**config.mk**
```make
export PLATFORM = sky130hd
export DESIGN_NAME = adc_average_two_point_calibration_top
export DESIGN_NICKNAME = d
export VERILOG_FILES = /design/src/hw/rtl/adc_cal_pkg.sv /design/src/hw/rtl/adc_average_two_point_calibration_top.sv /design/src/hw/rtl/adc_cal_front.sv /design/src/hw/rtl/adc_cal_fifo.sv /design/src/hw/rtl/adc_cal_div.sv /design/src/hw/rtl/adc_cal_back.sv
export SDC_FILE = /design/constraint.sdc
export NUM_CORES = 2
export LEC_CHECK = 0
export BUFFER_PORTS_ARGS = -buffer_cell sky130_fd_sc_hd__buf_2
export CORE_MARGIN = 5
export CORE_UTILIZATION = 40
export DETAILED_ROUTE_END_ITERATION = 16
export PLACE_DENSITY = 0.63
export SLEW_MARGIN = 0
export SYNTH_ARGS = -nofsm -noshare
export SYNTH_HDL_FRONTEND = slang
export SYNTH_SLANG_ARGS = --single-unit
```
**constraint.sdc**
```tcl
create_clock -name clk -period 6.7 [get_ports clk]
set_clock_uncertainty 0.2 [all_clocks]
set_input_delay 2.01 -clock clk [delete_from_list [all_inputs] [get_ports clk]]
set_output_delay 2.01 -clock clk [all_outputs]
set_load 0.02 [all_outputs]
```
**src/hw/rtl/adc_cal_pkg.sv**
```systemverilog
`default_nettype none
package adc_cal_pkg;

    localparam int CH_W       = 3;
    localparam int CODE_W     = 16;
    localparam int CNT_W      = 8;
    localparam int SUM_W      = 24;
    localparam int MVR_W      = 12;
    localparam int MV_W       = 30;
    localparam int CFG_IDX_W  = 2;
    localparam int CFG_DATA_W = 12;

    // divider: |dc*dv| + den/2 stays below 2^29; divisors stay below 2^16
    localparam int DIV_W  = 29;
    localparam int DVS_W  = 16;
    localparam int MULA_W = 17;
    localparam int PROD_W = 29;

    localparam int FIFO_DEPTH = 2;

    localparam logic [CNT_W-1:0] SAMPLE_COUNT_RST = 8'd1;
    localparam logic [MVR_W-1:0] FULLSCALE_MV_RST = 12'd2113;
    localparam logic [MVR_W-1:0] REFERENCE_MV_RST = 12'd894;

    typedef enum logic [CFG_IDX_W-1:0] {
        REG_SAMPLE_COUNT = 2'd0,
        REG_FULLSCALE_MV = 2'd1,
        REG_REFERENCE_MV = 2'd2
    } cfg_reg_e;

    typedef struct packed {
        logic [CH_W-1:0]  channel;
        logic             is_cal;
        logic [SUM_W-1:0] sum;
        logic [CNT_W-1:0] taken;
    } job_t;

    typedef struct packed {
        logic             start;
        logic [DIV_W-1:0] dividend;
        logic [DVS_W-1:0] divisor;
    } div_req_t;

endpackage
`default_nettype wire

```
**src/hw/rtl/adc_average_two_point_calibration_top.sv**
```systemverilog
// channel | direction | handshake          | payload
// in      | input     | in_valid/in_ready   | func, channel, raw_code
// out     | output    | out_valid/out_ready | out_channel, average_code, millivolts,
//         |           |                     | used_two_point, was_calibration
// cfg     | input     | cfg_valid/cfg_ready | cfg_index, cfg_data
//
// Samples are taken one per cycle; only the item closing a burst waits for a queue slot.
// The back end's time per burst is set by the shared one-bit-per-cycle divider, used twice
// per normal burst and once per calibration burst; the 2-entry job queue
// lets the next burst's samples flow while the back end works.
// Reset is asynchronous; the reference table is cleared by reset, no clearing pass.
// A finished result waits in the output register while the back end starts the next job.
`default_nettype none
module adc_average_two_point_calibration_top #(
    parameter int WARMUP_SAMPLES = 16,
    parameter int CHANNELS       = 8,
    parameter int FULLSCALE_CODE = 1024
) (
    input  wire logic                                     clk,
    input  wire logic                                     rst_n,
    input  wire logic                                     in_valid,
    output logic                                          in_ready,
    input  wire logic                                     func,
    input  wire logic [adc_cal_pkg::CH_W-1:0]             channel,
    input  wire logic [adc_cal_pkg::CODE_W-1:0]           raw_code,
    output logic                                          out_valid,
    input  wire logic                                     out_ready,
    output logic [adc_cal_pkg::CH_W-1:0]                  out_channel,
    output logic [adc_cal_pkg::CODE_W-1:0]                average_code,
    output logic signed [adc_cal_pkg::MV_W-1:0]           millivolts,
    output logic                                          used_two_point,
    output logic                                          was_calibration,
    input  wire logic                                     cfg_valid,
    output logic                                          cfg_ready,
    input  wire logic [adc_cal_pkg::CFG_IDX_W-1:0]        cfg_index,
    input  wire logic [adc_cal_pkg::CFG_DATA_W-1:0]       cfg_data
);

    logic [adc_cal_pkg::CNT_W-1:0]  sample_count_reg;
    logic [adc_cal_pkg::MVR_W-1:0]  fullscale_mv_reg;
    logic [adc_cal_pkg::MVR_W-1:0]  reference_mv_reg;

    logic                           job_full;
    logic                           job_push;
    logic                           job_pop;
    logic                           job_valid;
    adc_cal_pkg::job_t              job_in;
    adc_cal_pkg::job_t              job_out;

    assign cfg_ready = 1'b1;

    always_ff @(posedge clk or negedge rst_n)
    begin
        if (!rst_n)
        begin
            sample_count_reg <= adc_cal_pkg::SAMPLE_COUNT_RST;
            fullscale_mv_reg <= adc_cal_pkg::FULLSCALE_MV_RST;
            reference_mv_reg <= adc_cal_pkg::REFERENCE_MV_RST;
        end
        else if (cfg_valid)
        begin
            case (adc_cal_pkg::cfg_reg_e'(cfg_index))
                adc_cal_pkg::REG_SAMPLE_COUNT:
                begin
                    sample_count_reg <= cfg_data[adc_cal_pkg::CNT_W-1:0];
                end
                adc_cal_pkg::REG_FULLSCALE_MV:
                begin
                    fullscale_mv_reg <= cfg_data;
                end
                adc_cal_pkg::REG_REFERENCE_MV:
                begin
                    reference_mv_reg <= cfg_data;
                end
                default:
                begin
                end
            endcase
        end
    end

    adc_cal_front #(
        .WARMUP_SAMPLES (WARMUP_SAMPLES)
    ) u_front (
        .clk          (clk),
        .rst_n        (rst_n),
        .in_valid     (in_valid),
        .in_ready     (in_ready),
        .func         (func),
        .channel      (channel),
        .raw_code     (raw_code),
        .sample_count (sample_count_reg),
        .job_full     (job_full),
        .job_push     (job_push),
        .job          (job_in)
    );

    adc_cal_fifo u_fifo (
        .clk       (clk),
        .rst_n     (rst_n),
        .push      (job_push),
        .push_data (job_in),
        .full      (job_full),
        .pop       (job_pop),
        .pop_data  (job_out),
        .not_empty (job_valid)
    );

    adc_cal_back #(
        .CHANNELS       (CHANNELS),
        .FULLSCALE_CODE (FULLSCALE_CODE)
    ) u_back (
        .clk             (clk),
        .rst_n           (rst_n),
        .job_valid       (job_valid),
        .job             (job_out),
        .job_pop         (job_pop),
        .fullscale_mv    (fullscale_mv_reg),
        .reference_mv    (reference_mv_reg),
        .out_valid       (out_valid),
        .out_ready       (out_ready),
        .out_channel     (out_channel),
        .average_code    (average_code),
        .millivolts      (millivolts),
        .used_two_point  (used_two_point),
        .was_calibration (was_calibration)
    );

endmodule
`default_nettype wire

```
**src/hw/rtl/adc_cal_front.sv**
```systemverilog
`default_nettype none
module adc_cal_front #(
    parameter int WARMUP_SAMPLES = 16
) (
    input  wire logic                                clk,
    input  wire logic                                rst_n,
    input  wire logic                                in_valid,
    output logic                                     in_ready,
    input  wire logic                                func,
    input  wire logic [adc_cal_pkg::CH_W-1:0]        channel,
    input  wire logic [adc_cal_pkg::CODE_W-1:0]      raw_code,
    input  wire logic [adc_cal_pkg::CNT_W-1:0]       sample_count,
    input  wire logic                                job_full,
    output logic                                     job_push,
    output adc_cal_pkg::job_t                        job
);

    localparam int PW = $clog2(WARMUP_SAMPLES + 256);
    localparam logic [PW-1:0] WARM = PW'(WARMUP_SAMPLES);

    logic [PW-1:0]                     pos_reg, pos_next;
    logic [adc_cal_pkg::SUM_W-1:0]     sum_reg, sum_next;
    logic [adc_cal_pkg::CH_W-1:0]      ch_reg, ch_next;
    logic                              cal_reg, cal_next;

    logic                              first;
    logic                              is_warm;
    logic                              burst_end;
    logic                              accept;
    logic [PW-1:0]                     taken_full;
    logic [adc_cal_pkg::CNT_W-1:0]     taken;
    logic [adc_cal_pkg::CNT_W-1:0]     want;
    logic [adc_cal_pkg::SUM_W-1:0]     sum_add;

    always_comb
    begin
        first      = (pos_reg == '0);
        is_warm    = (pos_reg < WARM);
        taken_full = pos_reg - WARM + PW'(1);
        taken      = taken_full[adc_cal_pkg::CNT_W-1:0];
        want       = (sample_count == '0) ? adc_cal_pkg::CNT_W'(1) : sample_count;
        burst_end  = !is_warm && (taken >= want);
        // only the item that closes a burst needs room in the queue
        in_ready   = !(burst_end && job_full);
        accept     = in_valid && in_ready;
        sum_add    = sum_reg + adc_cal_pkg::SUM_W'(raw_code);

        ch_next  = first ? channel : ch_reg;
        cal_next = first ? func : cal_reg;
        pos_next = pos_reg;
        sum_next = sum_reg;
        if (accept)
        begin
            if (is_warm)
            begin
                pos_next = pos_reg + PW'(1);
            end
            else if (burst_end)
            begin
                pos_next = '0;
                sum_next = '0;
            end
            else
            begin
                pos_next = pos_reg + PW'(1);
                sum_next = sum_add;
            end
        end

        job_push     = accept && burst_end;
        job.channel  = ch_next;
        job.is_cal   = cal_next;
        job.sum      = sum_add;
        job.taken    = taken;
    end

    always_ff @(posedge clk or negedge rst_n)
    begin
        if (!rst_n)
        begin
            pos_reg <= '0;
            sum_reg <= '0;
            ch_reg  <= '0;
            cal_reg <= 1'b0;
        end
        else
        begin
            pos_reg <= pos_next;
            sum_reg <= sum_next;
            if (accept)
            begin
                ch_reg  <= ch_next;
                cal_reg <= cal_next;
            end
        end
    end

endmodule
`default_nettype wire

```
**src/hw/rtl/adc_cal_fifo.sv**
```systemverilog
`default_nettype none
module adc_cal_fifo (
    input  wire logic           clk,
    input  wire logic           rst_n,
    input  wire logic           push,
    input  adc_cal_pkg::job_t   push_data,
    output logic                full,
    input  wire logic           pop,
    output adc_cal_pkg::job_t   pop_data,
    output logic                not_empty
);

    localparam int DEPTH = adc_cal_pkg::FIFO_DEPTH;
    localparam int PTR_W = $clog2(DEPTH);
    localparam int CNT_W = $clog2(DEPTH + 1);

    adc_cal_pkg::job_t   mem_reg [DEPTH];
    logic [PTR_W-1:0]    wr_ptr_reg, wr_ptr_next;
    logic [PTR_W-1:0]    rd_ptr_reg, rd_ptr_next;
    logic [CNT_W-1:0]    count_reg, count_next;
    logic                do_push;
    logic                do_pop;

    always_comb
    begin
        full      = (count_reg == CNT_W'(DEPTH));
        not_empty = (count_reg != '0);
        pop_data  = mem_reg[rd_ptr_reg];
        do_push   = push && !full;
        do_pop    = pop && not_empty;

        wr_ptr_next = wr_ptr_reg;
        rd_ptr_next = rd_ptr_reg;
        if (do_push)
        begin
            wr_ptr_next = (wr_ptr_reg == PTR_W'(DEPTH - 1)) ? '0 : wr_ptr_reg + PTR_W'(1);
        end
        if (do_pop)
        begin
            rd_ptr_next = (rd_ptr_reg == PTR_W'(DEPTH - 1)) ? '0 : rd_ptr_reg + PTR_W'(1);
        end
        count_next = count_reg + CNT_W'(do_push) - CNT_W'(do_pop);
    end

    always_ff @(posedge clk)
    begin
        if (do_push)
        begin
            mem_reg[wr_ptr_reg] <= push_data;
        end
    end

    always_ff @(posedge clk or negedge rst_n)
    begin
        if (!rst_n)
        begin
            wr_ptr_reg <= '0;
            rd_ptr_reg <= '0;
            count_reg  <= '0;
        end
        else
        begin
            wr_ptr_reg <= wr_ptr_next;
            rd_ptr_reg <= rd_ptr_next;
            count_reg  <= count_next;
        end
    end

endmodule
`default_nettype wire

```
**src/hw/rtl/adc_cal_div.sv**
```systemverilog
`default_nettype none
module adc_cal_div (
    input  wire logic                              clk,
    input  wire logic                              rst_n,
    input  adc_cal_pkg::div_req_t                  req,
    output logic                                   done,
    output logic [adc_cal_pkg::DIV_W-1:0]          quotient
);

    localparam int DW = adc_cal_pkg::DIV_W;
    localparam int VW = adc_cal_pkg::DVS_W;
    localparam int SW = $clog2(DW);

    logic            busy_reg;
    logic            done_reg;
    logic [SW-1:0]   step_reg;
    logic [VW-1:0]   rem_reg, rem_next;
    logic [DW-1:0]   quo_reg, quo_next;
    logic [VW-1:0]   dvs_reg;
    logic [VW:0]     shifted;
    logic [VW:0]     diff;
    logic            ge;

    // restoring division, one quotient bit per cycle, MSB first
    always_comb
    begin
        shifted  = {rem_reg, quo_reg[DW-1]};
        diff     = shifted - {1'b0, dvs_reg};
        ge       = (shifted >= {1'b0, dvs_reg});
        rem_next = ge ? diff[VW-1:0] : shifted[VW-1:0];
        quo_next = {quo_reg[DW-2:0], ge};
        done     = done_reg;
        quotient = quo_reg;
    end

    always_ff @(posedge clk or negedge rst_n)
    begin
        if (!rst_n)
        begin
            busy_reg <= 1'b0;
            done_reg <= 1'b0;
            step_reg <= '0;
            rem_reg  <= '0;
            quo_reg  <= '0;
            dvs_reg  <= '0;
        end
        else
        begin
            done_reg <= 1'b0;
            if (req.start)
            begin
                busy_reg <= 1'b1;
                step_reg <= SW'(DW - 1);
                rem_reg  <= '0;
                quo_reg  <= req.dividend;
                dvs_reg  <= req.divisor;
            end
            else if (busy_reg)
            begin
                rem_reg <= rem_next;
                quo_reg <= quo_next;
                if (step_reg == '0)
                begin
                    busy_reg <= 1'b0;
                    done_reg <= 1'b1;
                end
                else
                begin
                    step_reg <= step_reg - SW'(1);
                end
            end
        end
    end

endmodule
`default_nettype wire

```
**src/hw/rtl/adc_cal_back.sv**
```systemverilog
`default_nettype none
module adc_cal_back #(
    parameter int CHANNELS       = 8,
    parameter int FULLSCALE_CODE = 1024
) (
    input  wire logic                                  clk,
    input  wire logic                                  rst_n,
    input  wire logic                                  job_valid,
    input  adc_cal_pkg::job_t                          job,
    output logic                                       job_pop,
    input  wire logic [adc_cal_pkg::MVR_W-1:0]         fullscale_mv,
    input  wire logic [adc_cal_pkg::MVR_W-1:0]         reference_mv,
    output logic                                       out_valid,
    input  wire logic                                  out_ready,
    output logic [adc_cal_pkg::CH_W-1:0]               out_channel,
    output logic [adc_cal_pkg::CODE_W-1:0]             average_code,
    output logic signed [adc_cal_pkg::MV_W-1:0]        millivolts,
    output logic                                       used_two_point,
    output logic                                       was_calibration
);

    localparam int CW = adc_cal_pkg::CODE_W;
    localparam int VW = adc_cal_pkg::DVS_W;
    localparam int MW = adc_cal_pkg::MV_W;
    localparam int AW = adc_cal_pkg::MULA_W;
    localparam int BW = adc_cal_pkg::MVR_W;
    localparam logic [CW-1:0] FS = CW'(FULLSCALE_CODE);

    typedef enum logic [2:0] {
        ST_IDLE,
        ST_DIV_AVG,
        ST_PREP,
        ST_MUL,
        ST_LOAD_MV,
        ST_DIV_MV,
        ST_EMIT
    } state_t;

    state_t                              state_reg;
    logic [adc_cal_pkg::CH_W-1:0]        ch_reg;
    logic                                cal_reg;
    logic [CW-1:0]                       avg_reg;
    logic                                tp_reg;
    logic                                neg_reg;
    logic [AW-1:0]                       mul_a_reg;
    logic [BW-1:0]                       mul_b_reg;
    logic [VW-1:0]                       den_reg;
    logic [adc_cal_pkg::PROD_W-1:0]      prod_reg;
    logic [MW-1:0]                       mv_reg;
    adc_cal_pkg::div_req_t               div_req_reg;

    logic                                out_valid_reg;
    logic [adc_cal_pkg::CH_W-1:0]        out_channel_reg;
    logic [CW-1:0]                       average_code_reg;
    logic [MW-1:0]                       millivolts_reg;
    logic                                used_two_point_reg;
    logic                                was_calibration_reg;

    logic [CW-1:0]                       ref_table_reg [CHANNELS];

    logic                                div_done;
    logic [adc_cal_pkg::DIV_W-1:0]       div_quo;
    logic [CW-1:0]                       ref_val;
    logic                                ref_ok;
    logic signed [AW-1:0]                dc;
    logic signed [BW:0]                  dv;
    logic [AW-1:0]                       dc_mag;
    logic [BW:0]                         dv_mag;
    logic [MW-1:0]                       q_ext;
    logic                                table_wr;
    logic                                out_free;

    adc_cal_div u_div (
        .clk      (clk),
        .rst_n    (rst_n),
        .req      (div_req_reg),
        .done     (div_done),
        .quotient (div_quo)
    );

    always_comb
    begin
        ref_val = '0;
        for (int i = 0; i < CHANNELS; i++)
        begin
            if ({29'd0, ch_reg} == 32'(i))
            begin
                ref_val = ref_table_reg[i];
            end
        end
        ref_ok   = (ref_val != '0) && (ref_val < FS);
        dc       = AW'({1'b0, avg_reg}) - AW'({1'b0, ref_val});
        dv       = (BW + 1)'({1'b0, fullscale_mv}) - (BW + 1)'({1'b0, reference_mv});
        dc_mag   = dc[AW-1] ? AW'(-dc) : AW'(dc);
        dv_mag   = dv[BW] ? (BW + 1)'(-dv) : (BW + 1)'(dv);
        q_ext    = MW'(div_quo);
        table_wr = (state_reg == ST_PREP) && cal_reg;
        out_free = !out_valid_reg || out_ready;
        job_pop  = (state_reg == ST_IDLE) && job_valid;

        out_valid       = out_valid_reg;
        out_channel     = out_channel_reg;
        average_code    = average_code_reg;
        millivolts      = millivolts_reg;
        used_two_point  = used_two_point_reg;
        was_calibration = was_calibration_reg;
    end

    // channels at or above CHANNELS match no entry: stores drop, reads give zero
    always_ff @(posedge clk or negedge rst_n)
    begin
        if (!rst_n)
        begin
            for (int i = 0; i < CHANNELS; i++)
            begin
                ref_table_reg[i] <= '0;
            end
        end
        else if (table_wr)
        begin
            for (int i = 0; i < CHANNELS; i++)
            begin
                if ({29'd0, ch_reg} == 32'(i))
                begin
                    ref_table_reg[i] <= avg_reg;
                end
            end
        end
    end

    always_ff @(posedge clk or negedge rst_n)
    begin
        if (!rst_n)
        begin
            state_reg           <= ST_IDLE;
            div_req_reg         <= '0;
            out_valid_reg       <= 1'b0;
            ch_reg              <= '0;
            cal_reg             <= 1'b0;
            avg_reg             <= '0;
            tp_reg              <= 1'b0;
            neg_reg             <= 1'b0;
            mul_a_reg           <= '0;
            mul_b_reg           <= '0;
            den_reg             <= '0;
            prod_reg            <= '0;
            mv_reg              <= '0;
            out_channel_reg     <= '0;
            average_code_reg    <= '0;
            millivolts_reg      <= '0;
            used_two_point_reg  <= 1'b0;
            was_calibration_reg <= 1'b0;
        end
        else
        begin
            div_req_reg.start <= 1'b0;
            if (out_valid_reg && out_ready)
            begin
                out_valid_reg <= 1'b0;
            end

            case (state_reg)
                ST_IDLE:
                begin
                    if (job_valid)
                    begin
                        ch_reg               <= job.channel;
                        cal_reg              <= job.is_cal;
                        div_req_reg.start    <= 1'b1;
                        div_req_reg.dividend <= adc_cal_pkg::DIV_W'(job.sum);
                        div_req_reg.divisor  <= VW'(job.taken);
                        state_reg            <= ST_DIV_AVG;
                    end
                end
                ST_DIV_AVG:
                begin
                    if (div_done)
                    begin
                        avg_reg   <= div_quo[CW-1:0];
                        state_reg <= ST_PREP;
                    end
                end
                ST_PREP:
                begin
                    if (cal_reg)
                    begin
                        tp_reg    <= 1'b0;
                        mv_reg    <= '0;
                        state_reg <= ST_EMIT;
                    end
                    else
                    begin
                        tp_reg    <= ref_ok;
                        neg_reg   <= ref_ok && (dc[AW-1] ^ dv[BW]);
                        mul_a_reg <= ref_ok ? dc_mag : AW'(avg_reg);
                        mul_b_reg <= ref_ok ? dv_mag[BW-1:0] : fullscale_mv;
                        den_reg   <= ref_ok ? (FS - ref_val) : FS;
                        state_reg <= ST_MUL;
                    end
                end
                ST_MUL:
                begin
                    prod_reg  <= adc_cal_pkg::PROD_W'(mul_a_reg * mul_b_reg);
                    state_reg <= ST_LOAD_MV;
                end
                ST_LOAD_MV:
                begin
                    // two-point rounds half away from zero on the magnitude
                    div_req_reg.start    <= 1'b1;
                    div_req_reg.dividend <= prod_reg +
                        (tp_reg ? adc_cal_pkg::DIV_W'(den_reg >> 1) : '0);
                    div_req_reg.divisor  <= den_reg;
                    state_reg            <= ST_DIV_MV;
                end
                ST_DIV_MV:
                begin
                    if (div_done)
                    begin
                        if (tp_reg)
                        begin
                            mv_reg <= MW'(reference_mv) + (neg_reg ? MW'(-q_ext) : q_ext);
                        end
                        else
                        begin
                            mv_reg <= q_ext;
                        end
                        state_reg <= ST_EMIT;
                    end
                end
                ST_EMIT:
                begin
                    if (out_free)
                    begin
                        out_valid_reg       <= 1'b1;
                        out_channel_reg     <= ch_reg;
                        average_code_reg    <= avg_reg;
                        millivolts_reg      <= mv_reg;
                        used_two_point_reg  <= tp_reg;
                        was_calibration_reg <= cal_reg;
                        state_reg           <= ST_IDLE;
                    end
                end
                default:
                begin
                    state_reg <= ST_IDLE;
                end
            endcase
        end
    end

endmodule
`default_nettype wire

```
# Word level (Yosys, flattened, before mapping)
# Memory sizes are Yosys's and may differ from the RTL's.
# Index checks and enable logic that the tools add are counted.
# totals
ramBits	72
output_inout_bits	54
regBits	496
word_cells	195
input_bits	39
n_memories	1
# mem_list
memory	depth	word_bits	rd	rd_clocked_by_memory_dff	wr	line	text
u_fifo.mem_reg	2	36	1	0	1	adc_cal_fifo.sv:17	adc_cal_pkg::job_t mem_reg [DEPTH];
# classes
multipliers	1
n_reduce_logical	47
muxes	55
addsub	18
eq_ne	22
bitwise	3
n_lt_le_gt_ge	4
# op_table
operator	count
$mux W16	12
$mux W30	4
$pmux W46 S2	1
$pmux W30 S2	1
$mux W29	2
$mux W46	1
$reduce_and A2 Y1	18
$mux W17	2
$add A12 B30 Y30	1
$neg A29 Y30	1
$add A29 B29 Y29	1
$mul A17 B12 Y29	1
$add A24 B16 Y24	1
$mux W12	2
$mux W24	1
$eq A3 B3 Y1 const B	7
$pmux W3 S7	1
$mux W3	6
$mux W9	2
$ge A17 B16 Y1	1
$neg A17 Y17	1
$sub A16 B16 Y17	1
$lt A16 B11 Y1 const B	1
$reduce_bool A16 Y1	1
36 further kinds	80

# Longest topological paths before layout
# logic_depth
word_depth	13
mapped_depth	26
depth_no_buf	24

# Cells and area by module
# A second synthesis with hierarchy kept.
# hier_totals
cells_unflattened	3666
area_unflattened_um2	37345.8
# modules_own_cells
mod	cells_each	area_each_um2	n_inst	seq_area_each_um2
adc_cal_back	2669	25962.4	1	8883.5
adc_cal_div	415	3911.3	1	1701.6
adc_cal_front	381	3304.4	1	925.9
adc_cal_fifo	130	2924.1	1	2262.2
adc_average_two_point_calibration_top	71	1243.7	1	815.8

# Worst setup path before layout
# OpenSTA, ideal clock, no wires.
# synth_timing
kind	reg2reg
from	register u_back.mul_b_reg[5]
to	register u_back.prod_reg[28] (netlist bit)
arrival_time_ps	5582
required_ps	6363
period_less_slack_ps	5919
setup_ps	137
stages_incl_launch_ff	25
n_path_buf	2
path_slack_ps	781
cell_sequence	dfrtp_1 > clkbuf_1 > clkbuf_1 > nand2_1 > fa_1 > fa_1 > fa_1 > inv_1 > fa_1 > inv_1 > fa_1 > inv_1 > ha_1 > o21a_1 > nor2_1 > nor2_1 > o41ai_1 > a21boi_0 > o21ai_0 > a211oi_1 > o31ai_1 > o2111ai_1 > a21oi_1 > xnor2_1 > o21ai_0
# synth_via
elab_chain_len	1
# synth_lines
element	line	text
from (decl)	adc_cal_back.sv:46	logic [BW-1:0] mul_b_reg;
from (signal assigned)	adc_cal_back.sv:196	mul_b_reg <= ref_ok ? dv_mag[BW-1:0] : fullscale_mv;
$mul A17 B12 Y29	adc_cal_back.sv:203	prod_reg <= adc_cal_pkg::PROD_W'(mul_a_reg * mul_b_reg);
to (signal assigned)	adc_cal_back.sv:203	
to (decl)	adc_cal_back.sv:48	logic [adc_cal_pkg::PROD_W-1:0] prod_reg;
# No other way between the ends.
# A chain may end at the register's enable or synchronous reset.

# Worst setup path after layout
# layout_timing
from	register u_back.mul_b_reg[8]
to	register u_back.prod_reg[28] (netlist bit)
# The elaborated chain is that of the path after synthesis.

==> metrics.txt <==
synthesis-to-layout area growth 9.99%; Critical Path End Type flop; worst r2r dst u_back.prod_reg[28]$_DFFE_PN0P_; CP Max Fanout 18; cts bufs inserted 60; post-synthesis sequential area ratio 40.1%; Placeable Area 0.0901 mm2; DRC errors left 0; pin slew with the least headroom to its limit 1.14 ns; setup ws final 0.462 ns; WHS Path Cells 2; Crit Reg-Reg Startpoint u_back.mul_b_reg[8]$_DFFE_PN0P_; sw frac 41.2%; Yosys cell types 94; Place WS 0.470 ns; CTS Hold Bufs 0; data required time at the worst endpoint 6.99 ns; period utilization 93.1%; CP startpoint u_back.mul_b_reg[8]$_DFFE_PN0P_; Final min period 6.24 ns; Fmax 0.160 GHz; CTS H-Tree Depth 2; Syn. warnings 0; R2R Setup Slk 0.46 ns; sequential power share 34.0%; nets 4,006; syn nets 4,006; register clock-pin slew on the reported worst setup and hold paths 0.07 ns; max_slew headroom 23.8%; Main synth FF type dfrtp_1; peak supply drop 0.000262 V; Logic pwr share 41.6%; #FFs+latches synth 568; Leak 0.0184 uW; ys async rst share 87.3%; Pint 8320 uW; outcome finished, final reports clean; Overall Power 14,100 uW; DR pass1 iterations 5; Detailed Route WL 95,000 um; PwrDens 353 mW/mm2; DP HPWL 69,800 um; GRT Total Usage 19.3%; worst hold slack 0.269 ns; sw power 5830 uW; Hold Crit Start u_back.div_req_reg[20]$_DFFE_PN0P_; Cell Area, Synth 0.0364 mm2; IO Count 93; RSZ-0062 raised after global routing false; Syn Area/Cell 9.99 um2; Critical Path AT 6.53 ns; Synth Instances 3,643; # port buffers 91; root buf cell clkbuf_16; Die Span X 312 um; total number of vias 26,500; 1st-iter DRT viols 1,991; share of layout cells above drive strength 1 14.5%; Starting Density 40.4%; type of the worst setup path flop to flop; CTS tree yes; Die ar. 0.0971 mm2; vias per std cell 5.44; GR Overflow Total 0; RePlAce Congestion 0.872; postcts setup bufs 0; Die Span Y 312 um; total of max-cap violations 0; first-pass GRT wire length 151,000 um; number of nets still failing antenna checks after routing 0; vias in the first global route 26,100; initial antenna violation count 3; pin count of the biggest net entering global routing 124; HP Class flop to flop; Wirelength per Cell 19.5 um; number of flip-flops in the largest register 128; Rows 110; Final TNS setup 0 ns; r2r worst-path depth 19; final setup violation count 0; Slew Limit Fails 0; Skew-Pair Late Insertion Delay 0.66 ns; clock sinks 568; Hold Path End u_back.u_div.quotient[4]$_DFFE_PN0P_; Clock Path Buffers 3; EDFF count, synth 72; Hold Fails Final Rpt 0; startpoint types flop; Clk pwr share 24.4%
cell usage in the layout (no fill, tap or decap), types with 12 or more instances in the layout:
master | Yosys | layout
a211oi_1 | 24 | 24
a21boi_0 | 19 | 19
a21o_1 | 26 | 26
a21oi_1 | 117 | 116
a221o_1 | 14 | 14
a31oi_1 | 15 | 15
and2_1 | 100 | 100
and3_1 | 23 | 23
buf_2 | 12 | 90
buf_4 | 3 | 51
clkbuf_16 | 0 | 60
clkinv_2 | 0 | 14
dfrtp_1 | 484 | 479
dfstp_2 | 12 | 12
edfxtp_1 | 72 | 72
fa_1 | 156 | 156
ha_1 | 168 | 168
inv_1 | 307 | 307
mux2_2 | 227 | 227
mux2i_1 | 98 | 98
nand2_1 | 447 | 447
nand2b_1 | 19 | 19
nand3_1 | 93 | 93
nand4_1 | 12 | 12
nor2_1 | 165 | 162
nor2b_1 | 22 | 21
nor3_1 | 50 | 47
nor4_1 | 15 | 14
o211ai_1 | 21 | 21
o21a_1 | 12 | 12
o21ai_0 | 266 | 266
o21bai_1 | 18 | 18
o221ai_1 | 31 | 31
o22ai_1 | 12 | 12
o31ai_1 | 25 | 25
or3_1 | 25 | 25
xnor2_1 | 119 | 119
xor2_1 | 64 | 64
routing by layer:
metal / up-vias / share of wire (%) / track usage, %
met3: 123 / 6.0 / 2.94
met2: 646 / 44 / 29.8
li1: 12500 / - / -
met1: 13200 / 47 / 28.7
met5: - / 0 / 0
met4: 0 / 2.5 / 4.72
cell families after synthesis:
family	Yosys count	synth area share, %
and+or+nand+nor	1025	13.2
other	1	0.0103
AOI/OAI and AO/OA	694	12.3
muxes	334	10.2
xor gates and xnor gates	183	4.40
buffers and inverters	514	5.43
adders and majority gates	324	14.4
DFF	568	40.1
worst max-delay path: stages (launching register included):
cell,delay (ns)
dfrtp_1,0.73
nand2_1,0.16
fa_1,0.48
fa_1,0.52
fa_1,0.49
inv_1,0.05
fa_1,0.52
inv_1,0.05
fa_1,0.52
inv_1,0.04
ha_1,0.23
o41ai_1,0.50
a21boi_0,0.15
o21ai_0,0.24
a211oi_1,0.13
o31ai_1,0.45
o2111ai_1,0.19
a21oi_1,0.19
xnor2_1,0.13
o21ai_0,0.08
worst max path at each step:
stage                     cells past startpoint  slack, ns                         endpoint
after floorplan                              24       0.78  u_back.prod_reg[28]$_DFFE_PN0P_
after global routing                         24       0.01  u_back.prod_reg[26]$_DFFE_PN0P_
after CTS                                    24       0.37  u_back.prod_reg[28]$_DFFE_PN0P_
after detailed placement                     24       0.47  u_back.prod_reg[28]$_DFFE_PN0P_
after global placement                       19       0.55  u_back.prod_reg[28]$_DFFE_PN0P_
final                                        19       0.46  u_back.prod_reg[28]$_DFFE_PN0P_
final cells by class:
class,count,area (um2)
fill,8511,50100
inverter,307,1150
clock buffer,71,1600
clock inverter,40,424
timing repair buffer,145,908
antenna,1,2.50
tap,1176,1470
multi-input combinational,2561,19900
sequential,568,14600
cells in the mapped netlist, types with 17 or more instances:
cell type	n	share of area, %
nand2b_1	19	0.33
xnor2_1	119	2.9
buf_1	17	0.18
o21ai_0	266	3.7
o21bai_1	18	0.37
ha_1	168	5.8
o211ai_1	21	0.43
nand2_1	447	4.6
mux2_2	227	7.0
a21oi_1	117	1.6
o221ai_1	31	0.75
clkbuf_1	172	1.8
nor2b_1	22	0.38
and3_1	23	0.40
inv_1	307	3.2
a211oi_1	24	0.49
a21o_1	26	0.54
and2_1	100	1.7
a21boi_0	19	0.39
or3_1	25	0.43
o31ai_1	25	0.52
edfxtp_1	72	5.9
fa_1	156	8.6
nor3_1	50	0.69
xor2_1	64	1.5
mux2i_1	98	2.7
nor2_1	165	1.7
dfrtp_1	484	33
nand3_1	93	1.3
what timing repair did:
item | CTS | global route
setup endpoints to repair | 0 | 2
hold endpoints to repair | 0 | 0
resized for setup | 0 | 1
power groups by stage:
stage | clock, uW | combinational, uW | sequential (uW)
global placement | 0 | 5760 | 4850
floorplan | 0 | 4690 | 4320
finish | 3450 | 5890 | 4810
CTS | 3540 | 5880 | 4790
global route | 3680 | 6530 | 4870
detailed placement | 0 | 5840 | 4860
per-stage QoR:
stage	utilization [%]	instance area, um2	cells
after floorplan	-	36400	3643
after global placement	42.2	38000	4757
after detailed placement	42.2	38000	4757
after CTS	44.4	40000	4868
after global routing	44.4	40000	4868
final	44.4	40000	4869
Power figures use the tool's default switching activity.
